--- src/sv/yrf_pkg.sv ---
// yrf_pkg: shared constants, codes and types of the yuv420 frame rotate/flip block
// no dependencies; imported by every other file of the block

package yrf_pkg;

	// frame geometry limits
	localparam int MAX_WIDTH   = 1024;
	localparam int MAX_HEIGHT  = 1024;
	localparam int STORE_DEPTH = MAX_WIDTH * MAX_HEIGHT * 3 / 2;
	localparam int ADDR_W      = $clog2(STORE_DEPTH);
	localparam int DIM_W       = $clog2(MAX_WIDTH > MAX_HEIGHT ? MAX_WIDTH : MAX_HEIGHT) + 1;
	localparam int POS_W       = DIM_W - 1;
	localparam int PIX_W       = 8;

	// configuration port
	localparam int CFG_IDX_W  = 8;
	localparam int CFG_DATA_W = 16;

	localparam logic [CFG_IDX_W-1:0] REG_FRAME_WIDTH  = CFG_IDX_W'(0);
	localparam logic [CFG_IDX_W-1:0] REG_FRAME_HEIGHT = CFG_IDX_W'(1);
	localparam logic [CFG_IDX_W-1:0] REG_ROTATION     = CFG_IDX_W'(2);
	localparam logic [CFG_IDX_W-1:0] REG_FLIP_MODE    = CFG_IDX_W'(3);

	// rotation codes, quarter turns clockwise
	localparam logic [1:0] ROT_0   = 2'd0;
	localparam logic [1:0] ROT_90  = 2'd1;
	localparam logic [1:0] ROT_180 = 2'd2;
	localparam logic [1:0] ROT_270 = 2'd3;

	// flip codes
	localparam logic [1:0] FLIP_NONE   = 2'd0;
	localparam logic [1:0] FLIP_ROWS   = 2'd1;
	localparam logic [1:0] FLIP_MIRROR = 2'd2;

	// plane codes
	localparam logic [1:0] PLANE_Y = 2'd0;
	localparam logic [1:0] PLANE_U = 2'd1;
	localparam logic [1:0] PLANE_V = 2'd2;

	// request function codes
	localparam logic FUNC_LOAD  = 1'b0;
	localparam logic FUNC_FETCH = 1'b1;

	// effective configuration
	typedef struct packed {
		logic [DIM_W-1:0] width;
		logic [DIM_W-1:0] height;
		logic [1:0]       rotation;
		logic [1:0]       flip_mode;
	} cfg_t;

	// first stage request: a load or a fetch with its source position
	typedef struct packed {
		logic              is_load;
		logic [PIX_W-1:0]  pixel;
		logic [ADDR_W-1:0] waddr;
		logic [POS_W-1:0]  src_row;
		logic [POS_W-1:0]  src_col;
		logic [DIM_W-1:0]  plane_w;
		logic [1:0]        plane;
		logic              last;
	} req_t;

endpackage

--- src/sv/yrf_cfg_regs.sv ---
// yrf_cfg_regs: configuration registers with dimension clamping
// depends on yrf_pkg; feeds yrf_addr_gen and yrf_datapath

module yrf_cfg_regs import yrf_pkg::*; (
	input  logic                  clk,
	input  logic                  arst_n,
	input  logic                  wr_en,
	input  logic [CFG_IDX_W-1:0]  wr_index,
	input  logic [CFG_DATA_W-1:0] wr_data,
	output cfg_t                  cfg,
	output logic                  restart
);

	// clamp to 2..limit and force even
	function automatic logic [DIM_W-1:0] clamp_dim(input logic [DIM_W-1:0] v,
			input logic [DIM_W-1:0] limit);
		logic [DIM_W-1:0] r;
		r = v;
		if (r > limit) r = limit;
		if (r < DIM_W'(2)) r = DIM_W'(2);
		r[0] = 1'b0;
		return r;
	endfunction

	cfg_t cfg_q;

	// any write to a listed register restarts the positions
	always_comb begin
		case (wr_index)
			REG_FRAME_WIDTH, REG_FRAME_HEIGHT, REG_ROTATION, REG_FLIP_MODE: restart = wr_en;
			default: restart = 1'b0;
		endcase
	end

	// register file
	always_ff @(posedge clk or negedge arst_n) begin
		if (!arst_n) begin
			cfg_q.width     <= DIM_W'(640);
			cfg_q.height    <= DIM_W'(480);
			cfg_q.rotation  <= ROT_0;
			cfg_q.flip_mode <= FLIP_NONE;
		end else if (wr_en) begin
			case (wr_index)
				REG_FRAME_WIDTH: begin
					cfg_q.width <= clamp_dim(wr_data[DIM_W-1:0], DIM_W'(MAX_WIDTH));
				end
				REG_FRAME_HEIGHT: begin
					cfg_q.height <= clamp_dim(wr_data[DIM_W-1:0], DIM_W'(MAX_HEIGHT));
				end
				REG_ROTATION: cfg_q.rotation <= wr_data[1:0];
				REG_FLIP_MODE: cfg_q.flip_mode <= wr_data[1:0];
				default: ;
			endcase
		end
	end

	assign cfg = cfg_q;

endmodule

--- config.mk ---
export PLATFORM = sky130hd
export DESIGN_NAME = yrf_cfg_regs
export DESIGN_NICKNAME = d
export VERILOG_FILES = /design/src/sv/yrf_pkg.sv /design/src/sv/yrf_cfg_regs.sv
export SDC_FILE = /design/constraint.sdc
export NUM_CORES = 1
export LEC_CHECK = 0
export ABC_AREA = 1
export BUFFER_PORTS_ARGS = -buffer_cell sky130_fd_sc_hd__buf_2
export CORE_MARGIN = 4
export CORE_UTILIZATION = 32
export DETAILED_ROUTE_END_ITERATION = 8
export PLACE_DENSITY = 0.7
export SLEW_MARGIN = 20
export SYNTH_ARGS = -nofsm -noshare
export SYNTH_HDL_FRONTEND = slang
export SYNTH_SLANG_ARGS = --single-unit
--- constraint.sdc ---
create_clock -name clk -period 0.8 [get_ports clk]
set_input_delay 0.04 -clock clk [delete_from_list [all_inputs] [get_ports clk]]
set_output_delay 0.04 -clock clk [all_outputs]
set_load 0.05 [all_outputs]
==> flow_summary.ini <==
[clock_tree]
clock-sinks = 24
clkTransAtPathRegs_ps = 130
h-tree-depth = 1
root_buffer = clkbuf_4
worstSkewPairLatency_ps = 310
clockBufferDepth = 2
cts_tree = built
cts_made_buffers = 3

[synth]
synthArstFlopShare_pct = 100
yosys-top-cells-count = 43 x nand2_1, 18 x dfrtp_1, 11 x o21ai_2
synth-main-ff-cell = dfrtp_1
synth_seq_cells = 24
yosys_warnings = 0
synth_cells = 129
synth_area_um2 = 1170
yosysSeqAreaShare_pct = 52.1
synth_top_area_share_pct = 38.6
avgSynthCellArea_um2 = 9.04
ys_types = 23
synth_edf_count = 0
yosys.cell_count.top_type = nand2_1
synthTopCellsByArea = dfrtp_1 39%, nand2_1 14%, dfstp_2 14%
synth_top_area_cell = dfrtp_1

[sta]
final_max_slew_viol_count = 0
finClkSkew_ps = 0
fin_setup_tns_ps = -4020
setup_ws_ps = -280
setup_viol = 27
hold_viol = 0
rsz0062_at_grt = yes
period_minus_slack_ps = 1080
clock.fmax_ghz = 0.926
fin_crit_sh_pct = 135
whs_ps = 85.9

[drt]
vias = 1134
drc = 0
antenna_left = 0
first_iter_violations = 41
wl_per_cell_um = 11.4
routed_wirelength_um = 2960
viasPerCell = 4.38
drtPass1Iterations = 4

[die]
core-area_um2 = 3420
die_w_um = 68.4
fp.dieH_um = 68.4
initial_utilization_pct = 34.1
rows = 21
dieArea_um2 = 4670
io_pins = 54

[layout]
layout-drive-gt1-share_pct = 61.5
final_util_pct = 60.0
areaGrowthSynthToFinish_pct = 75.6
instances_no_fill = 259
post-route-cell-area_um2 = 2050
largest_register_ffs = 24
nets = 241
num_antenna_cells = 0

[placement]
dpl.hpwl_um = 2210
port_buffers = 46
pre_cts_slack_ps = -296
gp_congestion = 0.723
place_area_um2 = 1690
dp.cells = 241

[worst_hold_path]
worstHoldPathType = in -> reg

[grt]
grt_pass1_wl_um = 5100
grt_pass1_vias = 1161
grt_start_max_net_pins = 25
grt_util_all_layers_pct = 14.4
grt_overflow = 0
antenna_found_initial = 0

[critical_path]
start_kind = register
critPathMaxFanout = 2
required_ps = 760
crit_buf_inv = 1
cpPeakStageDelay_ps = 580
cp-end-kind = output port
crit_chain = buf_8
cpLargestDelayFamily = flip-flops
critPathKind = reg -> out
worst_path_max_delay_cell = dfstp_2
rrSetupSlack_ps = -80
arrival_ps = 1040

[power_and_ir_drop]
power_density_nw_per_um2 = 1250
peakVddDrop_mv = 0.619
finalPower_mw = 2.56
p_leak_nw = 1.01

[flow_run]
cap_violations = 0

[outcome]
violations = negative setup slack
status = finished with violations
-- cell usage in the layout (no fill, tap or decap) --
cell type,count
clkbuf_8,1
dlygate4sd3_1,1
nor2_1,6
o21bai_4,1
nand3_1,3
nor3_2,1
nand2_2,10
nand2_4,2
nor3_1,3
buf_8,7
nand2_1,33
inv_2,1
nor3b_1,1
inv_6,1
buf_12,3
nand3_2,1
dfrtp_2,3
dfrtp_1,15
dfstp_2,6
buf_6,20
inv_12,1
nor2_4,2
clkinv_2,1
inv_1,7
o21ai_0,4
buf_4,33
nand3_4,1
buf_2,20
clkbuf_4,3
inv_4,1
conb_1,2
o21ai_2,11
nand4_4,1
o21ai_1,7
-- path summary, 6_finish.rpt --
check | startpoint | endpoint | cells after the start
max in group asynchronous | arst_n | cfg[22] | 3
min in group asynchronous | arst_n | cfg[25] | 3
worst min register to register | cfg[22] | cfg[22] | 2
worst max register to register | cfg[7] | cfg[7] | 4
worst min-delay path | wr_data[10] | cfg[25] | 4
worst max-delay path | cfg[10] | cfg[10] | 1
-- layer usage --
| metal | vias to the layer above | share of wire, % | global-route usage (%) |
|---|---|---|---|
| li1 | 582 | - | - |
| met1 | 509 | 42 | 17.7 |
| met2 | 39 | 50 | 25.3 |
| met3 | 4 | 7.7 | 2.79 |
| met4 | 0 | 0.85 | 4.47 |
| met5 | - | 0 | 0 |
-- worst min-delay path, delay by kind of cell --
kind | cells | cell delay [ps]
buf+inv | 3 | 290
compound gates | 1 | 50
-- area by class of cell --
class / instances / area [um^2]
clock buffer: 4 / 36.3
fill: 310 / 1370
inverter: 12 / 66.3
multi-input combinational: 89 / 528
sequential: 24 / 612
tap: 46 / 57.6
timing repair buffer: 84 / 748
-- timing repair --
item | in CTS | in global routing
pin swaps | 1 | 0
setup buffers | 12 | 1
endpoints found under the setup margin | 25 | 30
hold buffers | 1 | 0
gates resized for setup | 58 | 10
endpoints found under the hold margin | 24 | 0
-- where the power goes --
part | leakage, nW | internal, mW | switching [mW]
Clock | 0.0210 | 0.278 | 0.359
Combinational | 0.686 | 0.277 | 0.360
Sequential | 0.306 | 1.26 | 0.0299
Total | 1.01 | 1.82 | 0.749
-- logic make-up (layout without fill, tap and decap cells) --
group           count (synthesis)  in the layout  share of synthesized area (%)
other cells                     1              2                          0.322
compound gates                 23             23                           14.6
flops                          24             24                           52.1
buf+inv                        17            100                           8.15
simple gates                   64             64                           24.8
Power figures use the tool's default switching activity.
