$ cat src/sv/yrf_pkg.sv
// yrf_pkg: shared constants, codes and types of the yuv420 frame rotate/flip block
// no dependencies; imported by every other file of the block

package yrf_pkg;

	// frame geometry limits
	localparam int MAX_WIDTH   = 1024;
	localparam int MAX_HEIGHT  = 1024;
	localparam int STORE_DEPTH = MAX_WIDTH * MAX_HEIGHT * 3 / 2;
	localparam int ADDR_W      = $clog2(STORE_DEPTH);
	localparam int DIM_W       = $clog2(MAX_WIDTH > MAX_HEIGHT ? MAX_WIDTH : MAX_HEIGHT) + 1;
	localparam int POS_W       = DIM_W - 1;
	localparam int PIX_W       = 8;

	// configuration port
	localparam int CFG_IDX_W  = 8;
	localparam int CFG_DATA_W = 16;

	localparam logic [CFG_IDX_W-1:0] REG_FRAME_WIDTH  = CFG_IDX_W'(0);
	localparam logic [CFG_IDX_W-1:0] REG_FRAME_HEIGHT = CFG_IDX_W'(1);
	localparam logic [CFG_IDX_W-1:0] REG_ROTATION     = CFG_IDX_W'(2);
	localparam logic [CFG_IDX_W-1:0] REG_FLIP_MODE    = CFG_IDX_W'(3);

	// rotation codes, quarter turns clockwise
	localparam logic [1:0] ROT_0   = 2'd0;
	localparam logic [1:0] ROT_90  = 2'd1;
	localparam logic [1:0] ROT_180 = 2'd2;
	localparam logic [1:0] ROT_270 = 2'd3;

	// flip codes
	localparam logic [1:0] FLIP_NONE   = 2'd0;
	localparam logic [1:0] FLIP_ROWS   = 2'd1;
	localparam logic [1:0] FLIP_MIRROR = 2'd2;

	// plane codes
	localparam logic [1:0] PLANE_Y = 2'd0;
	localparam logic [1:0] PLANE_U = 2'd1;
	localparam logic [1:0] PLANE_V = 2'd2;

	// request function codes
	localparam logic FUNC_LOAD  = 1'b0;
	localparam logic FUNC_FETCH = 1'b1;

	// effective configuration
	typedef struct packed {
		logic [DIM_W-1:0] width;
		logic [DIM_W-1:0] height;
		logic [1:0]       rotation;
		logic [1:0]       flip_mode;
	} cfg_t;

	// first stage request: a load or a fetch with its source position
	typedef struct packed {
		logic              is_load;
		logic [PIX_W-1:0]  pixel;
		logic [ADDR_W-1:0] waddr;
		logic [POS_W-1:0]  src_row;
		logic [POS_W-1:0]  src_col;
		logic [DIM_W-1:0]  plane_w;
		logic [1:0]        plane;
		logic              last;
	} req_t;

endpackage

$ cat src/sv/yrf_addr_gen.sv
// yrf_addr_gen: load and fetch position counters, flip/rotate mapping, stage 1 register
// depends on yrf_pkg; configuration from yrf_cfg_regs

module yrf_addr_gen import yrf_pkg::*; (
	input  logic             clk,
	input  logic             arst_n,
	input  cfg_t             cfg,
	input  logic             restart,
	input  logic             adv,
	input  logic             take,
	input  logic             func,
	input  logic [PIX_W-1:0] pixel,
	output req_t             req_s1,
	output logic             vld_s1
);

	// load position
	logic [ADDR_W-1:0] ld_ptr_q;
	logic [POS_W-1:0]  ld_row_q, ld_col_q;
	logic [1:0]        ld_plane_q;
	// fetch position
	logic [POS_W-1:0]  em_row_q, em_col_q;
	logic [1:0]        em_plane_q;

	logic [DIM_W-1:0] ld_pw, ld_ph;
	logic             ld_row_end, ld_col_end;
	logic [DIM_W-1:0] pw, ph, ow, oh;
	logic [DIM_W-1:0] row_x, col_x, fr, fc, sr, sc;
	logic             em_row_end, em_col_end, em_last;
	req_t             req_d;

	// load plane size and end-of-row/plane tests
	always_comb begin
		ld_pw = (ld_plane_q == PLANE_Y) ? cfg.width : (cfg.width >> 1);
		ld_ph = (ld_plane_q == PLANE_Y) ? cfg.height : (cfg.height >> 1);
		ld_col_end = ({1'b0, ld_col_q} == ld_pw - DIM_W'(1));
		ld_row_end = ({1'b0, ld_row_q} == ld_ph - DIM_W'(1));
	end

	// fetch mapping: output position to loaded position
	always_comb begin
		pw = (em_plane_q == PLANE_Y) ? cfg.width : (cfg.width >> 1);
		ph = (em_plane_q == PLANE_Y) ? cfg.height : (cfg.height >> 1);
		if (cfg.rotation == ROT_90 || cfg.rotation == ROT_270) begin
			ow = ph;
			oh = pw;
		end else begin
			ow = pw;
			oh = ph;
		end
		row_x = {1'b0, em_row_q};
		col_x = {1'b0, em_col_q};
		case (cfg.rotation)
			ROT_90: begin
				fr = ph - DIM_W'(1) - col_x;
				fc = row_x;
			end
			ROT_180: begin
				fr = ph - DIM_W'(1) - row_x;
				fc = pw - DIM_W'(1) - col_x;
			end
			ROT_270: begin
				fr = col_x;
				fc = pw - DIM_W'(1) - row_x;
			end
			default: begin
				fr = row_x;
				fc = col_x;
			end
		endcase
		sr = fr;
		sc = fc;
		case (cfg.flip_mode)
			FLIP_ROWS: sr = ph - DIM_W'(1) - fr;
			FLIP_MIRROR: sc = pw - DIM_W'(1) - fc;
			default: ;
		endcase
		em_col_end = (col_x == ow - DIM_W'(1));
		em_row_end = (row_x == oh - DIM_W'(1));
		em_last = (em_plane_q == PLANE_V) && em_row_end && em_col_end;
	end

	// request bundle for stage 1
	always_comb begin
		req_d.is_load = (func == FUNC_LOAD);
		req_d.pixel   = pixel;
		req_d.waddr   = ld_ptr_q;
		req_d.src_row = sr[POS_W-1:0];
		req_d.src_col = sc[POS_W-1:0];
		req_d.plane_w = pw;
		req_d.plane   = em_plane_q;
		req_d.last    = em_last;
	end

	// position counters
	always_ff @(posedge clk or negedge arst_n) begin
		if (!arst_n) begin
			ld_ptr_q   <= '0;
			ld_row_q   <= '0;
			ld_col_q   <= '0;
			ld_plane_q <= PLANE_Y;
			em_row_q   <= '0;
			em_col_q   <= '0;
			em_plane_q <= PLANE_Y;
		end else if (restart) begin
			ld_ptr_q   <= '0;
			ld_row_q   <= '0;
			ld_col_q   <= '0;
			ld_plane_q <= PLANE_Y;
			em_row_q   <= '0;
			em_col_q   <= '0;
			em_plane_q <= PLANE_Y;
		end else if (take) begin
			if (func == FUNC_LOAD) begin
				ld_ptr_q <= ld_ptr_q + ADDR_W'(1);
				ld_col_q <= ld_col_q + POS_W'(1);
				if (ld_col_end) begin
					ld_col_q <= '0;
					ld_row_q <= ld_row_q + POS_W'(1);
					if (ld_row_end) begin
						ld_row_q <= '0;
						if (ld_plane_q == PLANE_V) begin
							ld_plane_q <= PLANE_Y;
							ld_ptr_q   <= '0;
						end else begin
							ld_plane_q <= ld_plane_q + 2'd1;
						end
					end
				end
			end else begin
				em_col_q <= em_col_q + POS_W'(1);
				if (em_col_end) begin
					em_col_q <= '0;
					em_row_q <= em_row_q + POS_W'(1);
					if (em_row_end) begin
						em_row_q   <= '0;
						em_plane_q <= (em_plane_q == PLANE_V) ? PLANE_Y : em_plane_q + 2'd1;
					end
				end
			end
		end
	end

	// stage 1 valid
	always_ff @(posedge clk or negedge arst_n) begin
		if (!arst_n) begin
			vld_s1 <= 1'b0;
		end else if (adv) begin
			vld_s1 <= take;
		end
	end

	// stage 1 payload
	always_ff @(posedge clk) begin
		if (adv) begin
			req_s1 <= req_d;
		end
	end

endmodule

$ cat config.mk
export PLATFORM = sky130hd
export DESIGN_NAME = yrf_addr_gen
export DESIGN_NICKNAME = d
export VERILOG_FILES = /design/src/sv/yrf_pkg.sv /design/src/sv/yrf_addr_gen.sv
export SDC_FILE = /design/constraint.sdc
export NUM_CORES = 1
export LEC_CHECK = 0
export ABC_AREA = 1
export BUFFER_PORTS_ARGS = -buffer_cell sky130_fd_sc_hd__buf_4
export CAP_MARGIN = 5
export CORE_MARGIN = 2
export CORE_UTILIZATION = 45
export DETAILED_ROUTE_END_ITERATION = 12
export PLACE_DENSITY = 0.66
export RECOVER_POWER = 50
export SYNTH_ARGS = -nofsm -noshare
export SYNTH_HDL_FRONTEND = slang
export SYNTH_SLANG_ARGS = --single-unit
export TNS_END_PERCENT = 5
$ cat constraint.sdc
create_clock -name clk -period 3.89 [get_ports clk]
set_clock_uncertainty 0.1 [all_clocks]
set_input_delay 0.778 -clock clk [delete_from_list [all_inputs] [get_ports clk]]
set_output_delay 0.778 -clock clk [all_outputs]
set_load 0.01 [all_outputs]
==> reports/metrics.csv <==
metric,value,unit
fin worst setup slack,-101,ps
fraction of layout cells with a size suffix above 1,31.4,%
fin crit period,3990,ps
clk sink count,130,
sequential area share after synthesis,33.1,%
post-synthesis area per instance,7.29,um2
die area,25200,um2
DRC marker count from the first detailed-route iteration,694,
worst reg2reg path endpoint,req_s1[33],
routed len/inst,15.4,um
syn nets,1569,
met2 routed wirelength,15500,um
dominant synthesized flop cell,dfrtp_1,
first-pass GRT wire length,53700,um
Tot GR Track Use,26.2,%
Cell variety after synth,56,
synth cell count leaders,"nand2_1, inv_1, nand3_1",
number of diodes,0,
power density cells,529,nW/um2
WP data arrival,4080,ps
Post-synth EDFFs,64,
fin util,63.6,%
Max-Cap Viols,0,
Sequential Area,3580,um2
Max IR drop VDD,0.276,mV
Post-Route WL,33300,um
leakage power,6.95,nW
port bufs,104,
worst reg2reg startpoint,em_plane_q[1],
metal1 wirelength,14900,um
CTS tree,yes,
Min Hold Slack,351,ps
metal3 WL,1730,um
DP HPWL,25500,um
"area fraction in and, or, nand and nor cells after synthesis",30.4,%
post-synth top area share,17.8,%
largest family of logic cells by synthesized area,simple AND/OR/NAND/NOR gates,
initial core utilization,45.8,%
largest net degree at the start of global routing,67,
DP Worst Slack,-528,ps
Hold Buf Count CTS,0,
Clock Latency Late Sink,430,ps
clk buf depth,2,
area of the multi-input gates,6900,um2
status,"complete, but fails checks",
Synth area leaders,"edfxtp_1, dfrtp_1, nand2_1",
Pre-antenna DRT Iters,5,
Pins Over Slew Limit,0,
Synth area leader,edfxtp_1,
core box area,23500,um2
final hold viol count,0,
Yosys warnings,0,
layout filler cell count,2084,
clock-pin slew on the worst setup and hold paths,70,ps
vias in the first global route,10600,
Root Buffer,clkbuf_16,
Remaining DRCs,0,
Die Span X,159,um
Synth Area in Adders,5.96,%
top sig layer,met4,
std cell rows,56,
DR vias,11200,
critical path class,flop to flop,
Num CTS Buffers,17,
Tcrit/Tclk final,103,%
Compound-Gate Fraction of Synth Area,12.3,%
"Req. time, crit path",3980,ps
FF-to-FF path depth,26,
r2r setup slk,-100,ps
Worst path slowest cell,dfrtp_2,
Worst Setup End Kind,flop,
Antenna Nets Post-Route,0,
Worst-Margin Slew,900,ps
Die Ht,159,um
H-tree depth,4,
delay of the slowest cell on the worst path,450,ps
fraction of synthesized area in multiplexers,0.197,%
Yosys reg bits,130,
Routability Congestion,0.943,
failing checks,setup timing,
crit start category,flop,
Crit path top cell by count,nand2_1,
Mapped Area,10800,um2
final-stage net count,1916,
Layout area overhead,38.7,%
Crit Path Max Fanout,6,
Boundary Pins,105,
Vias/cell,5.21,
asr flop ratio synth,50.8,%
worst min-delay path class,input port to asynchronous set/reset pin,
Max Fclk,0.251,GHz
Slew Limit Headroom,40.0,%
GR Overflow Total,0,
Synth Instances,1480,
antenna violations before repair,0,
"Setup violations, final",5,
XOR/XNOR share of the synthesized area,9.62,%
"count leader, synth",nand2_1,
RSZ-0062 raised after global routing,true,
## cells in the final DEF, fill, tap and decap left out, types with 42 or more instances in the layout
master	n
nand2_1	352
buf_4	352
dfrtp_1	64
xor2_1	89
inv_1	158
nor2_1	97
nand3_1	102
o21ai_1	50
o21ai_0	71
edfxtp_1	64
nand4_1	42
## how the worst max path moves through the flow
stage | startpoint | end
floorplan | cfg[2] | req_s1[23]
global placement | cfg[5] | req_s1[31]
detailed placement | cfg[16] | req_s1[23]
CTS | em_plane_q[0] | req_s1[33]
global route | em_plane_q[1] | req_s1[33]
finish | em_plane_q[1] | req_s1[33]
## per-layer routing
| metal | vias to the layer above | track usage, % |
|---|---|---|
| met4 | 0 | 10.3 |
| met2 | 351 | 43.5 |
| met1 | 5211 | 35.0 |
| met3 | 76 | 3.13 |
| li1 | 5608 | - |
| met5 | - | 0 |
## metrics by stage
step | power, mW | area (um2) | setup TNS (ps) | cells
global placement | 5.52 | 13500 | -8040 | 2084
finish | 7.92 | 15000 | -283 | 2159
detailed placement | 5.58 | 13500 | -8800 | 2084
floorplan | 3.99 | 10900 | -857 | 1480
CTS | 7.46 | 14400 | -145 | 2141
global route | 8.50 | 15000 | -2480 | 2159
## worst max-delay path, delay by kind of cell (launching register included)
kind                       cells  cell delay, ps
buffers and inverters          3             300
AOI/OAI and AO/OA              4             600
adders and majority gates      3             870
DFF                            1             450
xor gates and xnor gates       1             100
and+or+nand+nor               15            1340
## sequential cells by signal, indices dropped and copies added (netlist names)
| register | count |
|---|---|
| em_col_q | 10 |
| em_plane_q | 2 |
| em_row_q | 10 |
| ld_col_q | 10 |
| ld_plane_q | 2 |
| ld_ptr_q | 21 |
| ld_row_q | 10 |
| req_s1 | 64 |
| vld_s1 | 1 |
## final cells by class
class	instances	area share, %
Inverter	179	4.52
Clock buffer	17	2.84
Clock inverter	15	1.09
Tap cell	319	2.67
Timing Repair Buffer	369	18.9
Sequential cell	130	23.9
Multi-Input combinational cell	1130	46.1
## power breakdown
group	switching, mW	internal, mW	total [mW]
combinational	2.41	2.22	4.63
clock	0.765	0.859	1.62
sequential	0.0646	1.60	1.66
total	3.24	4.68	7.92
## kinds of logic (layout without fill, tap and decap cells)
logic type | after synthesis | after routing
buffers and inverters | 220 | 580
xor gates and xnor gates | 117 | 117
muxes | 2 | 2
DFF | 130 | 130
AOI/OAI and AO/OA | 231 | 231
adders and majority gates | 49 | 49
and+or+nand+nor | 731 | 731
## repair_timing
action | CTS | global route
pin swaps | 26 | 54
setup endpoints to repair | 13 | 33
gates cloned | 0 | 1
resized for setup | 45 | 85
endpoints found under the hold margin | 0 | 0
setup buffers | 25 | 17
(Power assumes the default switching activity.)
